===== config.mk =====
export PLATFORM = sky130hd
export DESIGN_NAME = tbwc_div
export DESIGN_NICKNAME = d
export VERILOG_FILES = /design/src/hw/rtl/tbwc_pkg.sv /design/src/hw/rtl/tbwc_div.sv
export SDC_FILE = /design/constraint.sdc
export NUM_CORES = 1
export LEC_CHECK = 0
export BUFFER_PORTS_ARGS = -buffer_cell sky130_fd_sc_hd__buf_2
export CAP_MARGIN = 10
export CORE_MARGIN = 8
export CORE_UTILIZATION = 40
export CTS_BUF_LIST = sky130_fd_sc_hd__clkbuf_4
export CTS_CLUSTER_SIZE = 20
export DETAILED_ROUTE_END_ITERATION = 6
export SYNTH_ARGS = -nofsm -noshare
export SYNTH_HDL_FRONTEND = slang
export SYNTH_SLANG_ARGS = --single-unit

===== constraint.sdc =====
create_clock -name clk -period 5.2 [get_ports clk]
set_input_delay 0.26 -clock clk [delete_from_list [all_inputs] [get_ports clk]]
set_output_delay 0.26 -clock clk [all_outputs]
set_load 0.01 [all_outputs]

===== src/hw/rtl/tbwc_pkg.sv =====
`timescale 1ns / 1ps
// ----------------------------------------------------------------------------
// tbwc_pkg
// Shared types and codes for the time bucket window counter.
// ----------------------------------------------------------------------------
package tbwc_pkg;

  localparam int TIME_W = 64;
  localparam int REG_W  = 40;
  localparam int DEV_W  = 8;
  localparam int VAL_W  = 32;
  localparam int CFG_IDX_W = 1;

  localparam logic OP_RECORD = 1'b0;
  localparam logic OP_QUERY  = 1'b1;

  localparam logic STATUS_OK     = 1'b0;
  localparam logic STATUS_BAD_ID = 1'b1;

  localparam logic [CFG_IDX_W-1:0] REG_BUCKET_DURATION = 1'b0;
  localparam logic [CFG_IDX_W-1:0] REG_WINDOW_LENGTH   = 1'b1;

  localparam logic [REG_W-1:0] BUCKET_DURATION_RST = 40'd100000000;
  localparam logic [REG_W-1:0] WINDOW_LENGTH_RST   = 40'd1000000000;

  typedef struct packed {
    logic [TIME_W-1:0] start;
    logic [TIME_W-1:0] dim_sum;
    logic [TIME_W-1:0] launches;
  } bucket_t;

endpackage


===== src/hw/rtl/tbwc_div.sv =====
`timescale 1ns / 1ps
// ----------------------------------------------------------------------------
// tbwc_div
// Bit-serial restoring divider: remainder of a 64-bit time by the bucket
// duration, and the quotient modulo the ring size, one bit per cycle.
// ----------------------------------------------------------------------------
module tbwc_div #(
  parameter int BUCKET_COUNT = 16
) (
  input  logic                               clk,
  input  logic                               rst_n,
  input  logic                               start,
  input  logic [tbwc_pkg::TIME_W-1:0]        dividend,
  input  logic [tbwc_pkg::REG_W-1:0]         divisor,
  output logic                               done,
  output logic [tbwc_pkg::REG_W-1:0]         remainder,
  output logic [$clog2(BUCKET_COUNT)-1:0]    slot
);
  import tbwc_pkg::*;

  localparam int SW = $clog2(BUCKET_COUNT);
  localparam int CW = $clog2(TIME_W);

  logic [TIME_W-1:0] dvd_r;
  logic [REG_W-1:0]  rem_r;
  logic [SW-1:0]     slot_r;
  logic [CW-1:0]     cnt_r;
  logic              run_r;
  logic              done_r;

  logic [REG_W:0]    rem_sh;
  logic              ge;
  logic [REG_W-1:0]  rem_nxt;
  logic [SW:0]       slot_sh;
  logic [SW-1:0]     slot_nxt;

  always_comb begin
    rem_sh  = {rem_r, dvd_r[TIME_W-1]};
    ge      = rem_sh >= {1'b0, divisor};
    rem_nxt = ge ? REG_W'(rem_sh - {1'b0, divisor}) : rem_sh[REG_W-1:0];
    slot_sh = {slot_r, ge};
    if (slot_sh >= (SW+1)'(BUCKET_COUNT)) begin
      slot_nxt = SW'(slot_sh - (SW+1)'(BUCKET_COUNT));
    end else begin
      slot_nxt = slot_sh[SW-1:0];
    end
  end

  always_ff @(posedge clk) begin
    if (!rst_n) begin
      run_r  <= 1'b0;
      done_r <= 1'b0;
      cnt_r  <= '0;
    end else begin
      done_r <= !start && run_r && (cnt_r == CW'(TIME_W-1));
      if (start) begin
        run_r <= 1'b1;
        cnt_r <= '0;
      end else if (run_r) begin
        cnt_r <= cnt_r + 1'b1;
        if (cnt_r == CW'(TIME_W-1)) begin
          run_r <= 1'b0;
        end
      end
    end
  end

  always_ff @(posedge clk) begin
    if (start) begin
      dvd_r  <= dividend;
      rem_r  <= '0;
      slot_r <= '0;
    end else if (run_r) begin
      dvd_r  <= {dvd_r[TIME_W-2:0], 1'b0};
      rem_r  <= rem_nxt;
      slot_r <= slot_nxt;
    end
  end

  assign done      = done_r;
  assign remainder = rem_r;
  assign slot      = slot_r;

endmodule


Word-level counts from Yosys, hierarchy flattened
Index checks and enable logic that the tools add are counted.

word-level totals
  bits in registers = 116
  input bits = 107
  output and inout bits = 45
  word-level logic and storage cells = 25

cells by class
  add/subtract/negate cells = 3
  magnitude comparators = 2
  eq/ne operators = 1
  multiplexer cells = 7
  bitwise operators = 1
  reductions and logical operators = 5

operators with widths
  operator                                                            number
  64-bit two-way mux                                                  2
  41-bit by 40-bit greater-or-equal comparator with 1-bit output      1
  40-bit two-way mux                                                  1
  40-bit subtractor                                                   1
  6-bit by 1-bit adder with 6-bit output, second input constant       1
  6-bit equality test, second input constant                          1
  5-bit greater-or-equal comparator, second input constant            1
  4-bit two-way mux                                                   1
  4-bit by 1-bit subtractor with 4-bit output, second input constant  1
  1-bit two-way mux                                                   3
  1-bit logical AND                                                   2
  2-bit nonzero test                                                  1
  2-bit OR reduction                                                  1
  1-bit zero test                                                     1
  1-bit inverter                                                      1

Longest topological paths before layout
Gate-level depths: netlist of run 1.

  depth in word-level cells = 4
  mapped depth = 13
  depth with buffers taken out = 12

Least setup slack after synthesis of run 1
Ideal clock, no wire load.

  kind = register to register
  from = register rem_r[9], in the netlist remainder[9]
  to = register rem_r[39], in the netlist remainder[39]
  library setup time = 142 ps
  data arrival time = 2848 ps
  required time = 5058 ps
  slack = 2210 ps
  stages on the path, launching flop included = 11
  path buffers = 0
  period minus slack after synthesis = 2990 ps
  cells stage by stage = dfxtp_1 -> ha_1 -> a21o_1 -> a21oi_2 -> or4b_4 -> o21ai_4 -> a31oi_4 -> a2111o_1 -> and4b_1 -> o41ai_2 -> a311oi_1

between the ends
  word-level cells in the longest chain between the ends = 2
  elaborated cells between the ends (all ways) = 3
  classes of those cells = add/sub: 1; order compare: 1; mux: 1

ends and longest elaborated chain
  what                                                                                                 RTL line                        text
  start, declared                                                                                      tbwc_div.sv:25                  logic [REG_W-1:0] rem_r;
  start signal, assigned                                                                               tbwc_div.sv:75                  rem_r <= rem_nxt;
  40-bit subtractor or 41-bit by 40-bit greater-or-equal comparator with 1-bit output (tied branches)  tbwc_div.sv:40, tbwc_div.sv:39
  40-bit two-way mux *                                                                                 tbwc_div.sv:40                  rem_nxt = ge ? REG_W'(rem_sh - {1'b0, divisor}) : rem_sh[REG_W-1:0];

Every way passes the cells marked *; elsewhere a longest branch is shown, timed or not.
A chain may end at the register's enable or synchronous reset.

Worst setup path in the final report of run 1
  from = register rem_r[9], in the netlist remainder[9]
  to = register rem_r[23], in the netlist remainder[23]

Same word-level chain as after synthesis.

==> flow_summary.toml, run 1 <==
[cts]
htreeDepth = 4
cts_buffers = 17
worstSkewPairLatency_ps = 530
clk_path_buf_depth = 2
numClockSinks = 116
cts-resized-gates = 0
path_clk_slew_ps = 130
cts_tree = "built"
cts_setup_buffers = 0
clockRootBuffer = "clkbuf_4"

[final_layout]
nNetsFinal = 1104
regArea_sq_um = 2964
multiInputGateArea_sq_um = 3988
fill_cells = 1705
area_delta_synth_final_pct = 22.38
drive_above_1_share_pct = 27.17

[logic_synthesis]
async_reset_ff_share_pct = 0
synth_area_leader_cell = "edfxtp_1"
yosys_warnings = 0
synthDistinctLibCells = 62
synth_top_area_share_pct = 26.23
ys_seq_elements = 116
synth.net_count = 931
yosysMostFrequentCell = "nand2_1"
avgSynthCellArea_sq_um = 9.371
synth_seq_area_share_pct = 40.43
synth_area_leaders = "edfxtp_1, dfxtp_1, mux2_2"
synth_ff_type = "edfxtp_1"
synth_commonest_cells = "nand2_1, edfxtp_1, mux2_2, nor2_1, inv_1"
syn_area_sq_um = 7328
synth_edf_count = 64
syn_inst = 782

[floorplan]
die_y_um = 151.4
ios = 152
rows = 49
core_sq_um = 17960
die_area_sq_um = 22910
die_x_um = 151.4
initial_core_util_pct = 40.80

[place]
gp_congestion = 0.8548
dp_slack_ps = 1554
hpwl_mm = 14.36
portBuffers = 151

[worst_setup_path]
arrival_ps = 4030
cp_max_fo = 21
path_class = "reg -> reg"
slowest_delay_ps = 490
critPathRequiredTime_ps = 5650
end_kind = "flop"
path_cells = "ha_1, a21o_1, a21oi_2, or4b_4, o21ai_4, a31oi_4, o21ai_2, nand2_1, buf_4, a211o_1, a21oi_1"
cp_slowest_cell = "or4b_4"
critPathLaunchType = "flop"

[drt]
avgViaCountPerCell = 5.351
vias = 6421
drt_iter0_markers = 316
wl_per_cell_um = 16.77
drtAntennaViolNets = 0
wl_mm = 20.12
first_pass_iters = 5
drc = 0

[global_routing]
grt_use_total_pct = 17.37
grt-busiest-layer = "met2"
grt_use_met1_pct = 24.30
grt_pass1_vias = 6096
antenna_found_initial = 1
met3_usage_pct = 3.316
grt_max_degree = 84
grt_pass1_wl_mm = 31.60
grt_overflow = 0
gr-usage-met2_pct = 26.27

[pwr]
peakVddDrop_mv = 0.1557
power_density_nw_per_um2 = 283.4
leakagePower_uw = 0.003855

[timing]
max_freq_mhz = 279.0
rsz0062_at_grt = "no"
fin_ws_ps = 1616
hold_viol_final = 0
clock_skew_ps = 20.38
worstMarginPinSlew_ps = 915.2
period_share_pct = 68.92
fin_crit_ps = 3584
finalSetupViolations = 0
relSlewSlack_pct = 38.84
slew_viol_final = 0
fin_tns_setup_ps = 0
hold_ws_ps = 47.10

[status]
status = "complete, no violations"

[worst_hold_path]
hold_class = "in -> reg"

[job]
drv_cap = 0
final cells by class:
class,instances,share of cell area (%)
Sequential cell,116,33.05
Clock inverter,15,2.051
Inverter,54,2.260
Tap cell,229,3.195
Multi-Input combinational cell,569,44.46
Clock buffer,17,1.423
Timing Repair Buffer,197,13.48
Antenna cell,3,0.08371
cell usage in the layout, fill, tap and decap left out, types with 32 or more instances in the layout:
master | netlist | routed
inv_1 | 54 | 53
dfxtp_1 | 52 | 51
ha_1 | 41 | 41
nor2_1 | 63 | 63
a21oi_1 | 52 | 52
dlygate4sd3_1 | 0 | 42
edfxtp_1 | 64 | 64
mux2_2 | 63 | 63
a311oi_1 | 32 | 32
nand2_1 | 102 | 102
buf_2 | 2 | 150
critical path, delay by kind of cell, from the launching register on:
family / cells / cell delay, ps
fa+ha+maj: 1 / 370
compound gates: 7 / 1450
flops: 1 / 360
simple gates: 2 / 930
buf+inv: 1 / 400
worst paths after layout:
path                        startpoint  slack, ps                          to  cells past startpoint
min                       dividend[20]         50         dvd_r[20]$_DFFE_PP_                      2
min reg2reg      cnt_r[5]$_SDFFE_PP0P_        500       cnt_r[5]$_SDFFE_PP0P_                      2
max          remainder[9]$_SDFFE_PP0P_       1620  remainder[23]$_SDFFE_PP0P_                     11
max reg2reg  remainder[9]$_SDFFE_PP0P_       1620  remainder[23]$_SDFFE_PP0P_                     11
layer usage:
layer / vias up / wire, um
met1: 3010 / 9547
met4: 0 / 286
met2: 176 / 9038
li1: 3214 / -
met3: 21 / 1248
met5: - / 0
cells by family (layout without fill, tap and decap cells):
group	count (synthesis)	count (layout)	synth area share (%)
muxes	71	71	10.77
adders and majority gates	42	42	7.273
and+or+nand+nor	229	229	13.86
DFF	116	116	40.43
AOI/OAI and AO/OA	195	195	18.68
xor gates and xnor gates	32	32	3.824
buffers and inverters	97	283	5.156
other	0	3	0
repair_timing:
item                                    CTS  global route
endpoints found under the setup margin    0             0
hold endpoints to repair                 34             8
hold buffers                             34             8
flip-flops by register name, indices dropped and copies added (netlist names):
register,cells
dvd_r,64
remainder,40
cnt_r,6
slot,4
done,1
run_r,1
stage by stage:
stage	power [uW]	util [%]	instances	instance area (sq um)
2_1_floorplan	1606	-	782	7328
3_3_place_gp	1795	45.81	1123	8229
3_5_place_dp	1800	45.81	1123	8229
4_1_cts	2562	49.44	1189	8881
5_1_grt	2696	49.90	1198	8964
6_report	2542	49.93	1200	8969
power by group:
part           leakage (uW)  internal [uW]  switching [uW]
logic               0.00262            303             393
registers           0.00107           1060            47.2
clock network      0.000164            310             425
total               0.00385           1680             866
Power figures use the tool's default switching activity.
==> run 2: changes to the inputs <==
==> constraint.sdc (replaced) <==
create_clock -name clk -period 3.1 [get_ports clk]
set_input_delay 0.155 -clock clk [delete_from_list [all_inputs] [get_ports clk]]
set_output_delay 0.155 -clock clk [all_outputs]
set_load 0.01 [all_outputs]
==> run 2 against run 1 <==
Compared with the run above:
- utilization rose by 3.8 points
- sequential cell count did not move
- wire length rose by 5.6%
- sequential share of layout area fell by 2.4 points
- critical endpoint is now remainder[39]$_SDFFE_PP0P_
- via count rose by 2.5%
- maximum frequency rose by 19%
- cell count rose by 5.3%
- non-clock buffer count rose by 64
- die area did not move
- register-to-register slack got worse by 1500 ps
- combinational power rose by 90%
==> flow_summary.toml, run 2 (synthesized netlist as in run 1, its figures left out) <==
[status]
status = "complete, no violations"

[drt]
vias = 6579
wl_per_cell_um = 16.83
wl_mm = 21.25
first_pass_iters = 5
drtAntennaViolNets = 0
drc = 0
drt_iter0_markers = 433
avgViaCountPerCell = 5.209

[timing]
worstMarginPinSlew_ps = 890.1
hold_viol_final = 0
fin_crit_ps = 3023
fin_tns_setup_ps = 0
relSlewSlack_pct = 40.66
max_freq_mhz = 330.8
slew_viol_final = 0
period_share_pct = 97.51
finalSetupViolations = 0
clock_skew_ps = 16.47

[worst_setup_path]
critPathBufInv = 0
critPathRequiredTime_ps = 3490
cp_max_fo = 5
arrival_ps = 3410
cp_top_family = "compound AO/OA/AOI/OAI gates"
path_cells = "ha_1, a21o_1, a21oi_2, or4b_4, o21ai_4, a31oi_4, a2111o_1, and4b_1, o41ai_2, a311oi_1"
worst-path-stages = 10
path_class = "reg -> reg"
critPathLaunchType = "flop"
slowest_delay_ps = 490
end_kind = "flop"
cp_slowest_cell = "or4b_4"
r2r_cells = 10

[cts]
cts_buffers = 17
cts_tree = "built"
path_clk_slew_ps = 130
clockRootBuffer = "clkbuf_4"
clk_path_buf_depth = 2
numClockSinks = 116
htreeDepth = 4
worstSkewPairLatency_ps = 550

[global_routing]
grt_pass1_vias = 6458
grt_overflow = 0
antenna_found_initial = 2
grt_pass1_wl_mm = 33.43
grt_max_degree = 114
grt_use_total_pct = 18.42

[floorplan]
initial_core_util_pct = 40.80
rows = 49
core_sq_um = 17960
die_area_sq_um = 22910
die_y_um = 151.4
die_x_um = 151.4
ios = 152

[worst_hold_path]
hold_class = "in -> reg"
min_path_cells = 4

[pwr]
p_comb_share_pct = 28.6
pwr-share-seq_pct = 40.1
p_total_uw = 4627
switching_share_pct = 32.18
p_clk_share_pct = 31.4
intPower_uw = 3138
p_sw_uw = 1489
peakVddDrop_mv = 0.2408
power_density_nw_per_um2 = 479.0
leakagePower_uw = 0.004208

[final_layout]
drive_above_1_share_pct = 30.43
top_register = "dvd_r"
most-common-layout-cells = "buf_2, nand2_1, dlygate4sd3_1, edfxtp_1"
fill_cells = 1614
largest_register_ffs = 64
area_delta_synth_final_pct = 31.81
regArea_sq_um = 2964
nNetsFinal = 1168
multiInputGateArea_sq_um = 4041
layout_commonest_cell = "buf_2"

[place]
portBuffers = 151
hpwl_mm = 14.83
gp_congestion = 0.8477

[job]
drv_cap = 0
run 2: cell count changes in the layout (fill, tap and decap cells not counted), sizes merged:
cell	delta
clkinvlp	-1
dlygate4sd3	+24
buf	+40
clkinv	+2
bufinv	+3
diode	-1
inv	-4
run 2: cell type report:
class | count | area share [%]
multi-input cells | 569 | 41.84
repair buffers | 261 | 18.54
flip-flops and latches | 116 | 30.69
well taps | 229 | 2.966
inverters | 54 | 2.098
clock inverters | 15 | 2.500
diodes | 2 | 0.05181
clock buffers | 17 | 1.321
run 2: metal layers:
layer	part of all wire [%]	global-route usage, %
met5	0	0
met4	2.1	7.076
met3	5.9	4.033
met2	44	27.89
met1	48	25.09
run 2: stage by stage:
step / worst slack, ps / hold WS (ps) / area (sq um) / cells / util (%)
2_1_floorplan: 110.0 / 283.2 / 7328 / 782 / -
3_3_place_gp: 106.2 / 396.9 / 8514 / 1156 / 47.40
3_5_place_dp: 61.99 / 392.4 / 8514 / 1156 / 47.40
4_1_cts: 27.24 / 37.17 / 9544 / 1254 / 53.13
5_1_grt: -11.45 / 60.80 / 9659 / 1263 / 53.77
6_report: 77.23 / 100.7 / 9659 / 1263 / 53.77
run 2: worst register-to-register path, delay by kind of cell, from the launching register on:
kind / cells / cell delay, ps
compound gates: 7 / 1550
fa+ha+maj: 1 / 290
flops: 1 / 340
simple gates: 2 / 680
run 2: timing repair:
item | in CTS | in global routing
setup endpoints to repair | 0 | 24
endpoints found under the hold margin | 72 | 0
gates resized for setup | 0 | 16
setup buffers | 0 | 7
hold buffers | 66 | 0
run 2: path summary, 6_finish.rpt:
| kind | from | to | slack [ps] |
|---|---|---|---|
| setup / recovery | remainder[9]$_SDFFE_PP0P_ | remainder[39]$_SDFFE_PP0P_ | 80 |
| hold / removal | divisor[0] | remainder[0]$_SDFFE_PP0P_ | 100 |
| setup reg to reg | remainder[9]$_SDFFE_PP0P_ | remainder[39]$_SDFFE_PP0P_ | 80 |
| hold reg to reg | cnt_r[5]$_SDFFE_PP0P_ | cnt_r[5]$_SDFFE_PP0P_ | 510 |
run 2: power groups by stage:
stage,registers [uW],clock network (uW),logic [uW]
after floorplan,1900,0,793
after global placement,1880,0,1210
after CTS,1850,1480,1290
final,1850,1450,1320
after global routing,1870,1550,1450
after detailed placement,1890,0,1210
==> run 3: changes to the inputs <==
==> constraint.sdc (replaced) <==
create_clock -name clk -period 3.05 [get_ports clk]
set_input_delay 0.1525 -clock clk [delete_from_list [all_inputs] [get_ports clk]]
set_output_delay 0.1525 -clock clk [all_outputs]
set_load 0.01 [all_outputs]
==> run 3 against run 2 <==
Compared with the run above:
- wire length about the same
- die area did not move
- utilization about the same
- critical path depth increased by 1
- maximum frequency up 3.1%
- register-to-register slack better by 40 ps
- global-route usage grew 0.20 points
- critical path type unchanged
- critical endpoint unchanged
- largest power group unchanged
==> flow_summary.toml, run 3 (synthesized netlist as in run 1, its figures left out) <==
[worst_setup_path]
end_kind = "flop"
critPathRequiredTime_ps = 3510
critPathLaunchType = "flop"
path_class = "reg -> reg"
cp_max_fo = 5
arrival_ps = 3400

[final_layout]
layout_commonest_cell = "buf_2"
largest_register_ffs = 64
nNetsFinal = 1174
drive_above_1_share_pct = 31.02
fill_cells = 1657
fin_area_sq_um = 9652
top_register = "dvd_r"
area_delta_synth_final_pct = 31.71
most-common-layout-cells = "buf_2, nand2_1, dlygate4sd3_1, edfxtp_1"

[worst_hold_path]
hold_class = "in -> reg"

[drt]
drc = 0
first_pass_iters = 4
drtAntennaViolNets = 0
vias = 6619
avgViaCountPerCell = 5.216
wl_mm = 21.27
drt_iter0_markers = 473
wl_per_cell_um = 16.76

[cts]
cts_tree = "built"
numClockSinks = 116
clockRootBuffer = "clkbuf_4"
cts_buffers = 17
path_clk_slew_ps = 130
worstSkewPairLatency_ps = 540
clk_path_buf_depth = 2
htreeDepth = 4

[job]
drv_cap = 0

[floorplan]
initial_core_util_pct = 40.80
die_y_um = 151.4
core_sq_um = 17960
die_area_sq_um = 22910
ios = 152
rows = 49
die_x_um = 151.4

[timing]
relSlewSlack_pct = 57.88
finalSetupViolations = 0
hold_viol_final = 0
fin_crit_ps = 2933
clock_skew_ps = 16.43
rsz0062_at_grt = "yes"
fin_ws_ps = 117.2
fin_tns_setup_ps = 0
slew_viol_final = 0
worstMarginPinSlew_ps = 631.2
period_share_pct = 96.16
max_freq_mhz = 341.0

[status]
status = "complete, no violations"

[global_routing]
grt_pass1_vias = 6504
grt_pass1_wl_mm = 34.06
grt_use_total_pct = 18.62
grt_max_degree = 68
antenna_found_initial = 1
grt_overflow = 0

[place]
portBuffers = 151
dp_slack_ps = 7.184
place_area_sq_um = 8567
hpwl_mm = 14.99
gp_congestion = 0.8586

[pwr]
power_density_nw_per_um2 = 467.5
leakagePower_uw = 0.004209
peakVddDrop_mv = 0.3505
[run 3: changes by cell type in the layout (fill, tap and decap cells not counted), moves of 2 or more]
cell | previous run | this run
bufinv_16 | 5 | 2
a21oi_1 | 50 | 48
inv_8 | 2 | 5
clkinv_4 | 2 | 0
a21oi_2 | 4 | 6
buf_4 | 41 | 47
[run 3: final cells by class]
type | count | area [sq um] | area share [%]
clock buffer | 17 | 127.6 | 1.322
antenna | 2 | 5.005 | 0.05185
inverter | 54 | 202.7 | 2.100
multi-input combinational | 569 | 4044 | 41.90
tap | 229 | 286.5 | 2.969
clock inverter | 15 | 183.9 | 1.906
sequential | 116 | 2965 | 30.72
timing repair buffer | 267 | 1837 | 19.03
[run 3: path summary, 6_finish.rpt]
check | cells past startpoint | from | slack (ps) | endpoint
max | 11 | remainder[9]$_SDFFE_PP0P_ | 120 | remainder[39]$_SDFFE_PP0P_
min | 2 | start | 100 | slot[1]$_SDFFE_PP0P_
max reg2reg | 11 | remainder[9]$_SDFFE_PP0P_ | 120 | remainder[39]$_SDFFE_PP0P_
min reg2reg | 2 | cnt_r[5]$_SDFFE_PP0P_ | 500 | cnt_r[5]$_SDFFE_PP0P_
[run 3: repair_timing]
action | CTS | global route
endpoints found under the hold margin | 72 | 0
endpoints found under the setup margin | 2 | 34
hold buffers | 65 | 0
pin swaps | 1 | 8
buffers inserted | 1 | 6
resized for setup | 1 | 18
[run 3: worst max-delay path, cell delays in order, from the launching register on]
cell and delay, ps:
dfxtp_2 340, ha_1 280, a21o_1 190, a21oi_2 140, or4b_4 480, o21ai_4 210
a31oi_4 140, a2111o_1 460, buf_4 150, a21oi_2 120, o41ai_2 90, a311oi_1 250
[run 3: layer usage]
layer	global-route usage [%]	wire, um	vias to the layer above
met2	28.84	9580	168
met3	3.077	1257	27
met5	0	0	-
li1	-	-	3338
met1	25.72	10060	3086
met4	6.383	367	0
[run 3: through the flow]
stage	util (%)	cells	total power, uW	hold WS, ps
6_report	53.73	1269	4513	99.59
5_1_grt	53.72	1268	4774	85.76
4_1_cts	53.09	1261	4522	49.24
3_5_place_dp	47.69	1163	3164	392.2
3_3_place_gp	47.69	1163	3159	394.2
2_1_floorplan	-	782	2738	280.7
[run 3: report_power, final]
part	internal, uW	leakage, uW	switching (uW)
logic	631	0.00297	726
clock network	528	0.000164	744
registers	1810	0.00107	70.6
